### src/design/max_priority_queue_unit_macros.svh
// ----------------------------------------------------------------------------
// max_priority_queue_unit assertion macros
// Shared concurrent assertion forms, clocked on clk, disabled in reset.
// ----------------------------------------------------------------------------
`ifndef MAX_PRIORITY_QUEUE_UNIT_MACROS_SVH
`define MAX_PRIORITY_QUEUE_UNIT_MACROS_SVH

// Same-cycle implication.
`define MPQ_ASSERT_IMP(name, ante, cons, msg) \
    name: assert property (@(posedge clk) disable iff (!rst_n) (ante) |-> (cons)) \
        else $error(msg);

// Next-cycle implication.
`define MPQ_ASSERT_NXT(name, ante, cons, msg) \
    name: assert property (@(posedge clk) disable iff (!rst_n) (ante) |=> (cons)) \
        else $error(msg);

`endif

### src/design/mpq_pkg.sv
// ----------------------------------------------------------------------------
// mpq_pkg
// Types, field widths and operation/status codes of the priority queue.
// ----------------------------------------------------------------------------
package mpq_pkg;

    localparam int MPQ_DEPTH = 16;

    localparam int FUNC_W   = 2;
    localparam int PRIO_W   = 16;
    localparam int DATA_W   = 32;
    localparam int STATUS_W = 2;
    localparam int COUNT_W  = 5;

    localparam logic [FUNC_W-1:0] FUNC_INSERT = 2'd0;
    localparam logic [FUNC_W-1:0] FUNC_PEEK   = 2'd1;
    localparam logic [FUNC_W-1:0] FUNC_REMOVE = 2'd2;

    localparam logic [STATUS_W-1:0] ST_OK    = 2'd0;
    localparam logic [STATUS_W-1:0] ST_FULL  = 2'd1;
    localparam logic [STATUS_W-1:0] ST_EMPTY = 2'd2;

    typedef struct packed {
        logic signed [PRIO_W-1:0] prio;
        logic signed [DATA_W-1:0] data;
    } entry_t;

    // per-cell control: load a new entry, or take the neighbor's entry
    typedef struct packed {
        logic load;
        logic advance;
    } cell_ctrl_t;

endpackage

### src/design/mpq_cell.sv
// ----------------------------------------------------------------------------
// mpq_cell
// One queue slot: holds an entry, loads a new one or takes its neighbor's.
// ----------------------------------------------------------------------------
module mpq_cell (
    input  logic                clk,
    input  mpq_pkg::cell_ctrl_t ctrl,
    input  mpq_pkg::entry_t     new_entry,
    input  mpq_pkg::entry_t     next_entry,
    output mpq_pkg::entry_t     entry
);
    import mpq_pkg::*;

    entry_t entry_reg;
    entry_t entry_next;

    always_comb
    begin
        entry_next = entry_reg;
        if (ctrl.load)
        begin
            entry_next = new_entry;
        end
        else if (ctrl.advance)
        begin
            entry_next = next_entry;
        end
    end

    always_ff @(posedge clk)
    begin
        entry_reg <= entry_next;
    end

    assign entry = entry_reg;

endmodule

### src/design/max_priority_queue_unit.sv
// ----------------------------------------------------------------------------
// max_priority_queue_unit
// Bounded max-first priority queue, oldest entry wins ties, on a ring of cells.
// ----------------------------------------------------------------------------
// Sequence: insert, full, empty and unused codes go from idle straight to the finish
//   state; peek scans the ring first, remove scans and then closes the gap in a shift state.
// Throughput: one operation at a time; the next is taken once the result is
//   registered. Peek/remove time is set by one full rotation of the DEPTH-cell ring.
// Reset: entry count and control cleared at once; cell contents are not reset
//   and are only read at positions below the count.
`include "max_priority_queue_unit_macros.svh"

module max_priority_queue_unit #(
    parameter int DEPTH = mpq_pkg::MPQ_DEPTH
) (
    input  logic                                  clk,
    input  logic                                  rst_n,
    // request channel
    input  logic                                  req_valid,
    output logic                                  req_stall,
    input  logic        [mpq_pkg::FUNC_W-1:0]     func,
    input  logic signed [mpq_pkg::PRIO_W-1:0]     priority_req,
    input  logic signed [mpq_pkg::DATA_W-1:0]     payload,
    // response channel
    output logic                                  rsp_valid,
    input  logic                                  rsp_stall,
    output logic        [mpq_pkg::STATUS_W-1:0]   status,
    output logic signed [mpq_pkg::PRIO_W-1:0]     out_priority,
    output logic signed [mpq_pkg::DATA_W-1:0]     out_payload,
    output logic        [mpq_pkg::COUNT_W-1:0]    count
);
    import mpq_pkg::*;

    localparam int IW = $clog2(DEPTH);
    localparam int CW = $clog2(DEPTH + 1);

    typedef enum logic [1:0] {
        S_IDLE,
        S_SCAN,
        S_SHIFT,
        S_FINISH
    } state_t;

    state_t                   state_reg;
    logic [CW-1:0]            count_reg;
    logic [IW-1:0]            step_reg;
    logic [IW-1:0]            best_idx_reg;
    entry_t                   best_reg;
    logic [FUNC_W-1:0]        op_reg;
    logic [STATUS_W-1:0]      res_status_reg;

    logic                     rsp_valid_reg;
    logic [STATUS_W-1:0]      status_reg;
    logic signed [PRIO_W-1:0] out_priority_reg;
    logic signed [DATA_W-1:0] out_payload_reg;
    logic [COUNT_W-1:0]       count_out_reg;

    logic                     req_fire;
    logic                     slot_free;
    logic                     rsp_load;
    logic                     do_insert;
    entry_t                   req_entry;
    entry_t                   cell_q [DEPTH];
    cell_ctrl_t               cell_ctrl [DEPTH];
    entry_t                   head;

    assign req_stall = (state_reg != S_IDLE);
    assign req_fire  = req_valid && !req_stall;
    assign slot_free = !rsp_valid_reg || !rsp_stall;
    assign rsp_load  = (state_reg == S_FINISH) && slot_free;
    assign do_insert = req_fire && (func == FUNC_INSERT) && (count_reg < CW'(DEPTH));

    assign req_entry.prio = priority_req;
    assign req_entry.data = payload;

    // Cell 0 is the head of the ring; during a scan every cell takes the entry
    // of the cell above it, so the head sees positions 0..DEPTH-1 in order and
    // the ring is back in place after one full rotation. A remove then closes the
    // gap in one step: every cell at or above the winner takes its neighbor.
    assign head = cell_q[0];

    for (genvar i = 0; i < DEPTH; i++)
    begin : g_cell
        localparam int NXT = (i + 1) % DEPTH;

        assign cell_ctrl[i].load    = do_insert && (count_reg == CW'(i));
        assign cell_ctrl[i].advance = (state_reg == S_SCAN) ||
                                      ((state_reg == S_SHIFT) && (IW'(i) >= best_idx_reg));

        mpq_cell u_cell (
            .clk        (clk),
            .ctrl       (cell_ctrl[i]),
            .new_entry  (req_entry),
            .next_entry (cell_q[NXT]),
            .entry      (cell_q[i])
        );
    end

    always_ff @(posedge clk or negedge rst_n)
    begin
        if (!rst_n)
        begin
            state_reg     <= S_IDLE;
            count_reg     <= '0;
            rsp_valid_reg <= 1'b0;
        end
        else
        begin
            // a new result replaces one leaving in the same cycle
            if (rsp_load)
            begin
                rsp_valid_reg <= 1'b1;
            end
            else if (rsp_valid_reg && !rsp_stall)
            begin
                rsp_valid_reg <= 1'b0;
            end

            case (state_reg)
                S_IDLE:
                begin
                    if (req_fire)
                    begin
                        op_reg       <= func;
                        step_reg     <= '0;
                        best_idx_reg <= '0;
                        best_reg     <= '0;
                        if (func == FUNC_INSERT)
                        begin
                            state_reg <= S_FINISH;
                            if (do_insert)
                            begin
                                count_reg      <= count_reg + CW'(1);
                                res_status_reg <= ST_OK;
                            end
                            else
                            begin
                                res_status_reg <= ST_FULL;
                            end
                        end
                        else if ((func == FUNC_PEEK) || (func == FUNC_REMOVE))
                        begin
                            if (count_reg == '0)
                            begin
                                res_status_reg <= ST_EMPTY;
                                state_reg      <= S_FINISH;
                            end
                            else
                            begin
                                res_status_reg <= ST_OK;
                                state_reg      <= S_SCAN;
                            end
                        end
                        else
                        begin
                            res_status_reg <= ST_OK;
                            state_reg      <= S_FINISH;
                        end
                    end
                end

                S_SCAN:
                begin
                    // strict compare keeps the oldest of equal priorities
                    if (CW'(step_reg) < count_reg)
                    begin
                        if ((step_reg == '0) || (head.prio > best_reg.prio))
                        begin
                            best_reg     <= head;
                            best_idx_reg <= step_reg;
                        end
                    end
                    step_reg <= step_reg + IW'(1);
                    if (step_reg == IW'(DEPTH - 1))
                    begin
                        state_reg <= (op_reg == FUNC_REMOVE) ? S_SHIFT : S_FINISH;
                    end
                end

                S_SHIFT:
                begin
                    count_reg <= count_reg - CW'(1);
                    state_reg <= S_FINISH;
                end

                S_FINISH:
                begin
                    if (slot_free)
                    begin
                        status_reg       <= res_status_reg;
                        out_priority_reg <= best_reg.prio;
                        out_payload_reg  <= best_reg.data;
                        count_out_reg    <= COUNT_W'(count_reg);
                        state_reg        <= S_IDLE;
                    end
                end

                default:
                begin
                    state_reg <= S_IDLE;
                end
            endcase
        end
    end

    assign rsp_valid    = rsp_valid_reg;
    assign status       = status_reg;
    assign out_priority = out_priority_reg;
    assign out_payload  = out_payload_reg;
    assign count        = count_out_reg;

    `MPQ_ASSERT_NXT(a_insert_counts, do_insert, count_reg == $past(count_reg) + CW'(1), "insert did not raise the count")
    `MPQ_ASSERT_NXT(a_remove_counts, state_reg == S_SHIFT, count_reg == $past(count_reg) - CW'(1), "remove did not lower the count")
    `MPQ_ASSERT_IMP(a_shift_in_range, state_reg == S_SHIFT, CW'(best_idx_reg) < count_reg, "removed position beyond the count")
    `MPQ_ASSERT_NXT(a_scan_ends, (state_reg == S_SCAN) && (step_reg == IW'(DEPTH - 1)), state_reg != S_SCAN, "scan ran past one rotation")
    `MPQ_ASSERT_IMP(a_count_bound, rsp_valid_reg, count_reg <= CW'(DEPTH), "count beyond depth")

endmodule
### config.mk
export PLATFORM = sky130hd
export DESIGN_NAME = max_priority_queue_unit
export DESIGN_NICKNAME = d
export VERILOG_FILES = /design/src/design/mpq_pkg.sv /design/src/design/mpq_cell.sv /design/src/design/max_priority_queue_unit.sv
export VERILOG_INCLUDE_DIRS = /design/src /design/src/design
export SDC_FILE = /design/constraint.sdc
export NUM_CORES = 1
export LEC_CHECK = 0
export ABC_AREA = 1
export BUFFER_PORTS_ARGS = -buffer_cell sky130_fd_sc_hd__buf_2
export CORE_UTILIZATION = 45
export DETAILED_ROUTE_END_ITERATION = 7
export PLACE_DENSITY = 0.67
export SLEW_MARGIN = 25
export SYNTH_ARGS = -nofsm -noshare
export SYNTH_HDL_FRONTEND = slang
export SYNTH_HIERARCHICAL = 1
export SYNTH_SLANG_ARGS = --single-unit
### constraint.sdc
create_clock -name clk -period 5 [get_ports clk]
set_input_delay 1 -clock clk [delete_from_list [all_inputs] [get_ports clk]]
set_output_delay 1 -clock clk [all_outputs]
set_load 0.1 [all_outputs]
==> results_dict.tcl, run 1 <==
set metrics [dict create \
    die-area_um2 86900 \
    gp_congestion 0.834 \
    coreArea_um2 84200 \
    synth_edf_count 883 \
    synth.distinct_cells 30 \
    avgViaCountPerCell 5.19 \
    worst_slack_ps 1180 \
    synthMuxAreaShare_pct 0 \
    grt_pass1_wl_mm 153 \
    cpPeakStageDelay_ps 860 \
    rsz0062_at_grt "no" \
    syn_inst 3746 \
    synth-compound-area-share_pct 0.603 \
    cts_tree "built" \
    largest_reg_flops 768 \
    dp_slack_ps 1030 \
    synth.yosys.seq_area_share_pct 69.3 \
    drc 0 \
    drive_above_1_share_pct 9.37 \
    hp-class "input port to async pin" \
    h-tree-depth 3 \
    nets 3912 \
    synth_nets 3832 \
    synth_common_cells "nand2_1 (2403), edfxtp_1 (883), inv_1 (103)" \
    path_cells "inv_1 > ha_1 > nand2_2 > nor2_2 > nand2_4 > inv_1 > nand2_1 > nor2_4 > buf_4 > clkinv_2 > nand2_1 > nand2_1" \
    critical_path.max_fanout 48 \
    synthFlopType "edfxtp_1" \
    hold_violations 0 \
    synth-xor-area-share_pct 0.0908 \
    yosysMostFrequentCell "nand2_1" \
    overflow 0 \
    hold_buffers 0 \
    initial_core_util_pct 45.8 \
    max_freq_ghz 0.262 \
    fin_crit_ps 3820 \
    setup_viol 0 \
    grt_use_met3_pct 4.45 \
    die_h_um 295 \
    clk_path_buf_depth 3 \
    synth_area_leaders "edfxtp_1 (69%), nand2_1 (23%), buf_6 (1.9%)" \
    startpoint_type "flip-flop" \
    slew-limit-headroom_pct 34.2 \
    worst_setup_path_end_kind "flip-flop" \
    met2_usage_pct 39.0 \
    power_density_nw_per_um2 696 \
    clock_sinks 891 \
    route.vias.total 26100 \
    wire_per_inst_um 20.2 \
    status "complete, no violations" \
    synth_area_um2 38600 \
    grt_max_degree 56 \
    drtIter0Drc 2911 \
    critical_path_arrival_ps 4210 \
    ff2ff_path_depth 12 \
    track_usage_pct 23.6 \
    setup_tns_ps 0 \
    ys_ff_latch 891 \
    synth_area_per_cell_um2 10.3 \
    rr_endpoint "g_cell[1].u_cell/entry[21]" \
    dieWidth_um 295 \
    fin_crit_sh_pct 76.4 \
    r2r-start "state_reg[0]" \
    synth_top_area_share_pct 68.8 \
    slowest_stage "clkinv_2" \
    path_clk_slew_ps 70 \
    drv_cap 0 \
    hpwl_mm 58.1 \
    synthAdderAreaFrac_pct 1.04 \
    crit_top_cell "nand2_1" \
    final_max_slew_viol_count 0 \
    postCtsSetupBuffers 0 \
    yosysTopAreaCell "edfxtp_1" \
    synth-simple-area-share_pct 24.3 \
    antenna_found_initial 2 \
    boundaryPins 111 \
    syn2layout_area_growth_pct 11.6 \
    r2r_setup_slack_ps 1180 \
    leakage_nw 18.7 \
    wl_mm 102 \
    grt.busiest_layer "met2" \
    critical_path_required_ps 5390 \
    ir_drop_mv 0.523 \
    drt_pre_antenna_iters 5 \
    ant_nets 0 \
    tightest_slew_ps 987 \
    rows 106 \
    cts_resized 0 \
    cts_root_buffer "clkbuf_16" \
    cp_num_buf_inv 4 \
    worstSkewPairLatency_ps 650 \
    grt_pass1_vias 25100 \
    crit_type "flip-flop to flip-flop" \
    cts_made_buffers 90 \
    async_flop_share_pct 0.898 \
    synth_top_family_by_area "simple AND/OR/NAND/NOR gates" \
    yosys_warnings 6 \
    clock-skew-final_ps 27.9 \
    cp_top_family "buffers and inverters" \
    grt.met1_usage_pct 31.4 \
    port_buffers 110 \
]
[worst max-delay path by stage]
stage / startpoint / endpoint / slack [ps] / depth (start not counted)
final: state_reg[0] / g_cell[1].u_cell/entry[21] / 1180 / 12
after global routing: state_reg[0] / g_cell[1].u_cell/entry[21] / 970 / 12
after CTS: state_reg[0] / g_cell[13].u_cell/entry[14] / 1370 / 11
after detailed placement: func[0] / g_cell[13].u_cell/entry[21] / 1030 / 12
after global placement: func[0] / g_cell[13].u_cell/entry[19] / 1030 / 12
after floorplan: state_reg[0] / best_idx_reg[0] / 840 / 6
[logic make-up (layout without fill, tap and decap cells)]
family | after synthesis | after routing
XOR/XNOR | 4 | 4
AO/OA/AOI/OAI | 39 | 39
flip-flops | 891 | 891
AND/OR/NAND/NOR | 2475 | 2475
other | 0 | 1
adder cells (fa/ha/maj) | 32 | 32
buffers and inverters | 305 | 456
[layout make-up]
class / count / area (um^2)
sequential: 891 / 26700
tap: 1134 / 1420
inverter: 121 / 460
multi-input combinational: 2550 / 10200
clock buffer: 107 / 2420
clock inverter: 56 / 613
antenna: 1 / 2.50
timing repair buffer: 172 / 1240
fill: 7354 / 41200
[per-stage QoR]
step	hold slack, ps	total power [mW]	instance area, um^2	cells	utilization [%]
global placement	403	22.7	40000	4868	47.5
finish	218	30.0	43000	5032	51.1
global route	212	31.4	43000	5032	51.1
CTS	196	30.1	43000	5031	51.1
detailed placement	405	23.0	40000	4868	47.5
floorplan	400	19.8	38600	3746	-
[per-layer routing]
layer	vias to the layer above	share of wire, %	wire (um)
met5	-	0	0
met4	0	2.7	2740
met3	178	9.6	9770
met2	1222	48	48500
met1	12500	40	40800
li1	12200	-	-
[report_power, final]
part | switching (mW) | internal [mW] | total (mW)
Sequential | 1.25 | 14.0 | 15.2
Combinational | 5.79 | 1.95 | 7.75
Clock | 2.86 | 4.12 | 6.98
Total | 9.90 | 20.1 | 30.0
[cells in the final DEF, fill, tap and decap left out, drive strengths merged]
cell type,synthesis,layout
nor4,2,2
ha,32,32
nand3,9,9
clkbuf,5,107
nor3,7,7
xor2,4,4
nand2,2405,2405
nand4,2,2
dfrtp,8,8
bufinv,0,13
clkinvlp,0,4
clkinv,0,40
edfxtp,883,883
nor2,34,34
a21oi,13,13
inv,121,120
a31oi,2,2
o211ai,3,3
o21ai,18,18
o21bai,2,2
buf,179,172
a21o,1,1
diode,0,1
or2,16,16
Note: power is estimated with default switching activity, not from simulation.
==> inputs of run 2 (changes only) <==
- ABC_AREA: 1 -> 0
- PLACE_DENSITY: 0.67 -> 0.69
- clock period: 5 -> 3.25 ns (I/O delays scaled with it)
==> run 2 against run 1 <==
Effect of this change: combinational power grew 63%; core utilization grew 0.57 points; non-clock buffer count grew 9; largest power group unchanged; hold slack lost 15 ps; global-route usage shrank 3.2 points.
==> results_dict.tcl, run 2 <==
set metrics [dict create \
    startpoint_type "flip-flop" \
    rsz0062_at_grt "no" \
    max_freq_ghz 0.346 \
    die-area_um2 86500 \
    critical_path_required_ps 3580 \
    synth-xor-area-share_pct 0.114 \
    boundaryPins 111 \
    synth_top_family_by_area "multiplexers" \
    pwr-share-clk_pct 21.9 \
    overflow 0 \
    status "complete, no violations" \
    ant_nets 0 \
    track_usage_pct 20.4 \
    synth_edf_count 883 \
    finalPower_mw 45.7 \
    path_clk_slew_ps 60 \
    final_max_slew_viol_count 0 \
    gp_congestion 0.807 \
    power_density_nw_per_um2 1050 \
    critical_path.max_fanout 25 \
    power_frac_seq_pct 50.5 \
    clock_sinks 891 \
    synth_area_um2 38400 \
    synthMuxAreaShare_pct 24.0 \
    p_comb_share_pct 27.6 \
    synthFlopType "edfxtp_1" \
    drtIter0Drc 1520 \
    async_flop_share_pct 0.898 \
    crit_type "flip-flop to flip-flop" \
    ys_ff_latch 891 \
    drive_above_1_share_pct 48.8 \
    synth_common_cells "edfxtp_1 (883), mux2_2 (624), mux2_4 (144)" \
    wire_per_inst_um 25.6 \
    yosysTopAreaCell "edfxtp_1" \
    hold_violations 0 \
    wl_mm 87.1 \
    worst_setup_path_end_kind "flip-flop" \
    cts_tree "built" \
    p_int_mw 32.2 \
    swShare_pct 29.6 \
    syn_inst 2013 \
    synth_area_per_cell_um2 19.1 \
    synth_nets 2099 \
    fin_crit_sh_pct 88.9 \
    synth-compound-area-share_pct 0.841 \
    port_buffers 110 \
    yosys_warnings 6 \
    grt_pass1_wl_mm 130 \
    hp-class "input port to flip-flop" \
    postCtsSetupBuffers 0 \
    nFillCells 6714 \
    p_sw_mw 13.5 \
    h-tree-depth 3 \
    synth.yosys.seq_area_share_pct 69.6 \
    leakage_nw 14.9 \
    final_cell_mix "edfxtp_1 (883), mux2_2 (624), mux2_4 (144)" \
    drc 0 \
    critical_path_arrival_ps 3220 \
    tightest_slew_ps 510 \
    synth-simple-area-share_pct 2.08 \
    clk_path_buf_depth 3 \
    synth_top_area_share_pct 69.1 \
    grt_max_degree 53 \
    cts_root_buffer "clkbuf_16" \
    dieWidth_um 294 \
    slew-limit-headroom_pct 66.3 \
    die_h_um 294 \
    drt_pre_antenna_iters 5 \
    synthAdderAreaFrac_pct 1.04 \
    setup_viol 0 \
    synth.distinct_cells 45 \
    initial_core_util_pct 45.7 \
    yosysMostFrequentCell "edfxtp_1" \
    route.vias.total 18900 \
    drv_cap 0 \
    ir_drop_mv 0.801 \
    antenna_found_initial 10 \
    largest_reg_flops 768 \
    avgViaCountPerCell 5.55 \
    synth_area_leaders "edfxtp_1 (69%), mux2_2 (18%), mux2_4 (5.6%)" \
    nets 2281 \
    final_common_cell "edfxtp_1" \
    grt_pass1_vias 19700 \
    clock-skew-final_ps 23.7 \
    coreArea_um2 84100 \
    syn2layout_area_growth_pct 13.2 \
    rows 106 \
    setup_tns_ps 0 \
    cts_made_buffers 90 \
    hpwl_mm 50.3 \
    worstSkewPairLatency_ps 650 \
    fin_crit_ps 2890 \
]
==> run 2: per-stage QoR <==
step / cell area (um^2) / cells / utilization, % / hold WS [ps] / worst slack [ps]
2_1_floorplan: 38400 / 2013 / - / 354 / 46.8
3_3_place_gp: 40600 / 3236 / 48.3 / 408 / 390
3_5_place_dp: 40600 / 3236 / 48.3 / 405 / 301
4_1_cts: 43400 / 3401 / 51.7 / 164 / 383
5_1_grt: 43400 / 3401 / 51.7 / 188 / 186
6_report: 43400 / 3404 / 51.7 / 203 / 360
==> run 2: worst paths after layout <==
kind / start / depth (start not counted) / endpoint / slack [ps]
min in group asynchronous: rst_n / 3 / count_reg[4] / 500
max in group asynchronous: rst_n / 3 / state_reg[0] / 2600
min reg2reg: best_reg[12] / 0 / out_payload[12] / 420
min: func[1] / 1 / op_reg[1] / 200
max: state_reg[0] / 7 / g_cell[1].u_cell/entry[37] / 360
max reg2reg: state_reg[0] / 7 / g_cell[1].u_cell/entry[37] / 360
==> run 2: power by group through the flow <==
stage | registers (mW) | logic (mW) | clock network [mW]
CTS | 23.2 | 12.8 | 10.2
floorplan | 23.3 | 7.50 | 0
finish | 23.1 | 12.6 | 10.0
global route | 23.6 | 13.5 | 10.6
detailed placement | 23.2 | 12.6 | 0
global placement | 23.2 | 12.2 | 0
==> run 2: timing repair <==
| action | 4_1_cts | 5_1_grt |
|---|---|---|
| endpoints found under the hold margin | 8 | 0 |
| setup endpoints to repair | 0 | 0 |
| hold buffers | 1 | 0 |
| gates resized for setup | 0 | 0 |
==> run 2: worst max-delay path, stage by stage (launching register included) <==
cell,delay (ps)
dfrtp_1,410
inv_1,130
ha_1,390
nand2_1,130
nor3b_2,370
and3_2,450
or2_2,410
buf_12,260
==> run 2: metal layers <==
layer  vias up  share of wire, %  global-route usage, %
li1       8221                 -                      -
met1      9957                44                   28.7
met2       574                48                   32.3
met3       128               6.5                   4.31
met4         8               2.0                   4.78
met5         -             0.053                      0
==> run 2: cells by family (layout without fill, tap and decap cells) <==
| logic type | count (synthesis) | count (layout) |
|---|---|---|
| compound gates | 50 | 50 |
| xor+xnor | 5 | 5 |
| fa+ha+maj | 32 | 32 |
| buf+inv | 126 | 380 |
| flops | 891 | 891 |
| mux | 770 | 770 |
| other cells | 0 | 3 |
| simple gates | 139 | 139 |
==> run 2: cell type report <==
class | instances | area (um^2) | area share [%]
tap | 1134 | 1420 | 3.27
multi-input combinational | 996 | 10800 | 24.9
clock inverter | 54 | 437 | 1.01
clock buffer | 110 | 2390 | 5.50
timing repair buffer | 181 | 1520 | 3.51
sequential | 891 | 26700 | 61.5
antenna | 3 | 7.51 | 0.0173
inverter | 35 | 131 | 0.302
==> inputs of run 3 (changes only) <==
- MAX_ROUTING_LAYER: unset -> met4
==> run 3 against run 2 <==
Effect of this change: register-to-register slack hardly changed; cell count hardly changed; first-iteration DRC count grew 2.7%; critical endpoint unchanged; largest power group unchanged.
==> results_dict.tcl, run 3 (same netlist as run 2, synthesis figures left out) <==
set metrics [dict create \
    grt_pass1_wl_mm 130 \
    clk_path_buf_depth 3 \
    h-tree-depth 3 \
    critical_path_arrival_ps 3230 \
    slew-limit-headroom_pct 66.3 \
    die_h_um 294 \
    die-area_um2 86500 \
    status "complete, no violations" \
    cpPeakStageDelay_ps 450 \
    overflow 0 \
    setup_tns_ps 0 \
    grt_max_degree 53 \
    worstSkewPairLatency_ps 660 \
    holdPathStages 1 \
    clock-skew-final_ps 26.3 \
    fin_crit_sh_pct 89.0 \
    port_buffers 110 \
    cts_tree "built" \
    cp_num_buf_inv 2 \
    cts_resized 0 \
    final_common_cell "edfxtp_1" \
    route.vias.total 18800 \
    largest_reg_flops 768 \
    slowest_stage "and3_2" \
    power_density_nw_per_um2 1050 \
    drive_above_1_share_pct 48.8 \
    startpoint_type "flip-flop" \
    final_cell_mix "edfxtp_1 (883), mux2_2 (624), mux2_4 (144)" \
    syn2layout_area_growth_pct 13.2 \
    cp_num_cells 7 \
    design_area_um2 43500 \
    critical_path_required_ps 3590 \
    dpl_cell_area_um2 40600 \
    setup_viol 0 \
    dp_cells 3236 \
    wl_mm 87.3 \
    clock_sinks 891 \
    grt_pass1_vias 19700 \
    fin_crit_ps 2890 \
    drc 0 \
    drtIter0Drc 1561 \
    cp_top_family "simple AND/OR/NAND/NOR gates" \
    track_usage_pct 21.0 \
    initial_core_util_pct 45.7 \
    wire_per_inst_um 25.6 \
    path_clk_slew_ps 60 \
    cts_root_buffer "clkbuf_16" \
    drt_pre_antenna_iters 5 \
    avgViaCountPerCell 5.53 \
    ff2ff_path_depth 7 \
    hold_violations 0 \
    crit_type "flip-flop to flip-flop" \
    ir_drop_mv 0.809 \
    hpwl_mm 50.3 \
    max_freq_ghz 0.346 \
    leakage_nw 14.9 \
    final_max_slew_viol_count 0 \
    path_cells "inv_1 > ha_1 > nand2_1 > nor3b_2 > and3_2 > or2_2 > buf_12" \
    ant_nets 0 \
    drv_cap 0 \
    tightest_slew_ps 510 \
    boundaryPins 111 \
    critical_path.max_fanout 25 \
    coreArea_um2 84100 \
    gp_congestion 0.819 \
    nFillCells 6712 \
    antenna_found_initial 10 \
    dieWidth_um 294 \
    rows 106 \
    hp-class "input port to flip-flop" \
    cts_made_buffers 90 \
    nets 2281 \
    rsz0062_at_grt "no" \
    fin_cells 3406 \
    worst_setup_path_end_kind "flip-flop" \
]
==> run 3: power by group <==
group          internal (mW)  switching, mW  total [mW]  leakage [nW]
registers               21.3           1.83        23.1          8.47
clock network           5.71           4.33        10.0          1.38
logic                   5.23           7.44        12.7          5.06
total                   32.2           13.6        45.8          14.9
==> run 3: through the flow <==
step	setup WS, ps	hold slack, ps	total power [mW]	util (%)
2_1_floorplan	46.8	354	30.8	-
3_5_place_dp	301	405	35.8	48.3
4_1_cts	383	164	46.1	51.7
6_report	356	198	45.8	51.7
5_1_grt	185	184	47.8	51.7
3_3_place_gp	390	408	35.4	48.3
==> run 3: worst reg2reg max path, cell delays in order, from the launching register on <==
cell,delay (ps)
dfrtp_1,410
inv_1,130
ha_1,390
nand2_1,140
nor3b_2,370
and3_2,450
or2_2,420
buf_12,260
==> run 3: final timing paths <==
path / start / slack, ps / to
worst max register to register: state_reg[0] / 360 / g_cell[1].u_cell/entry[37]
max in group asynchronous: rst_n / 2600 / state_reg[0]
worst min-delay path: func[1] / 200 / op_reg[1]
worst min register to register: best_reg[12] / 420 / out_payload[12]
min in group asynchronous: rst_n / 490 / count_reg[4]
worst max-delay path: state_reg[0] / 360 / g_cell[1].u_cell/entry[37]
==> run 3: metal layers <==
| layer | global-route usage (%) | vias up | wire length (um) |
|---|---|---|---|
| met3 | 4.27 | 124 | 5470 |
| li1 | - | 8220 | - |
| met1 | 28.7 | 9930 | 38500 |
| met4 | 4.93 | 0 | 1700 |
| met5 | - | - | 0 |
| met2 | 32.3 | 569 | 41600 |
==> run 3: final cells by class <==
type                    instances  area, um^2  area share [%]
diodes                          5        12.5          0.0288
clock buffers                 110        2390            5.50
clock inverters                54         437            1.00
inverters                      35         131           0.302
multi-input cells             996       10800            24.9
flip-flops and latches        891       26700            61.5
well taps                    1134        1420            3.27
repair buffers                181        1520            3.51
==> run 3: what timing repair did <==
item,CTS,global route
setup buffers,0,0
endpoints found under the setup margin,0,0
hold endpoints to repair,8,0
hold buffers,1,0
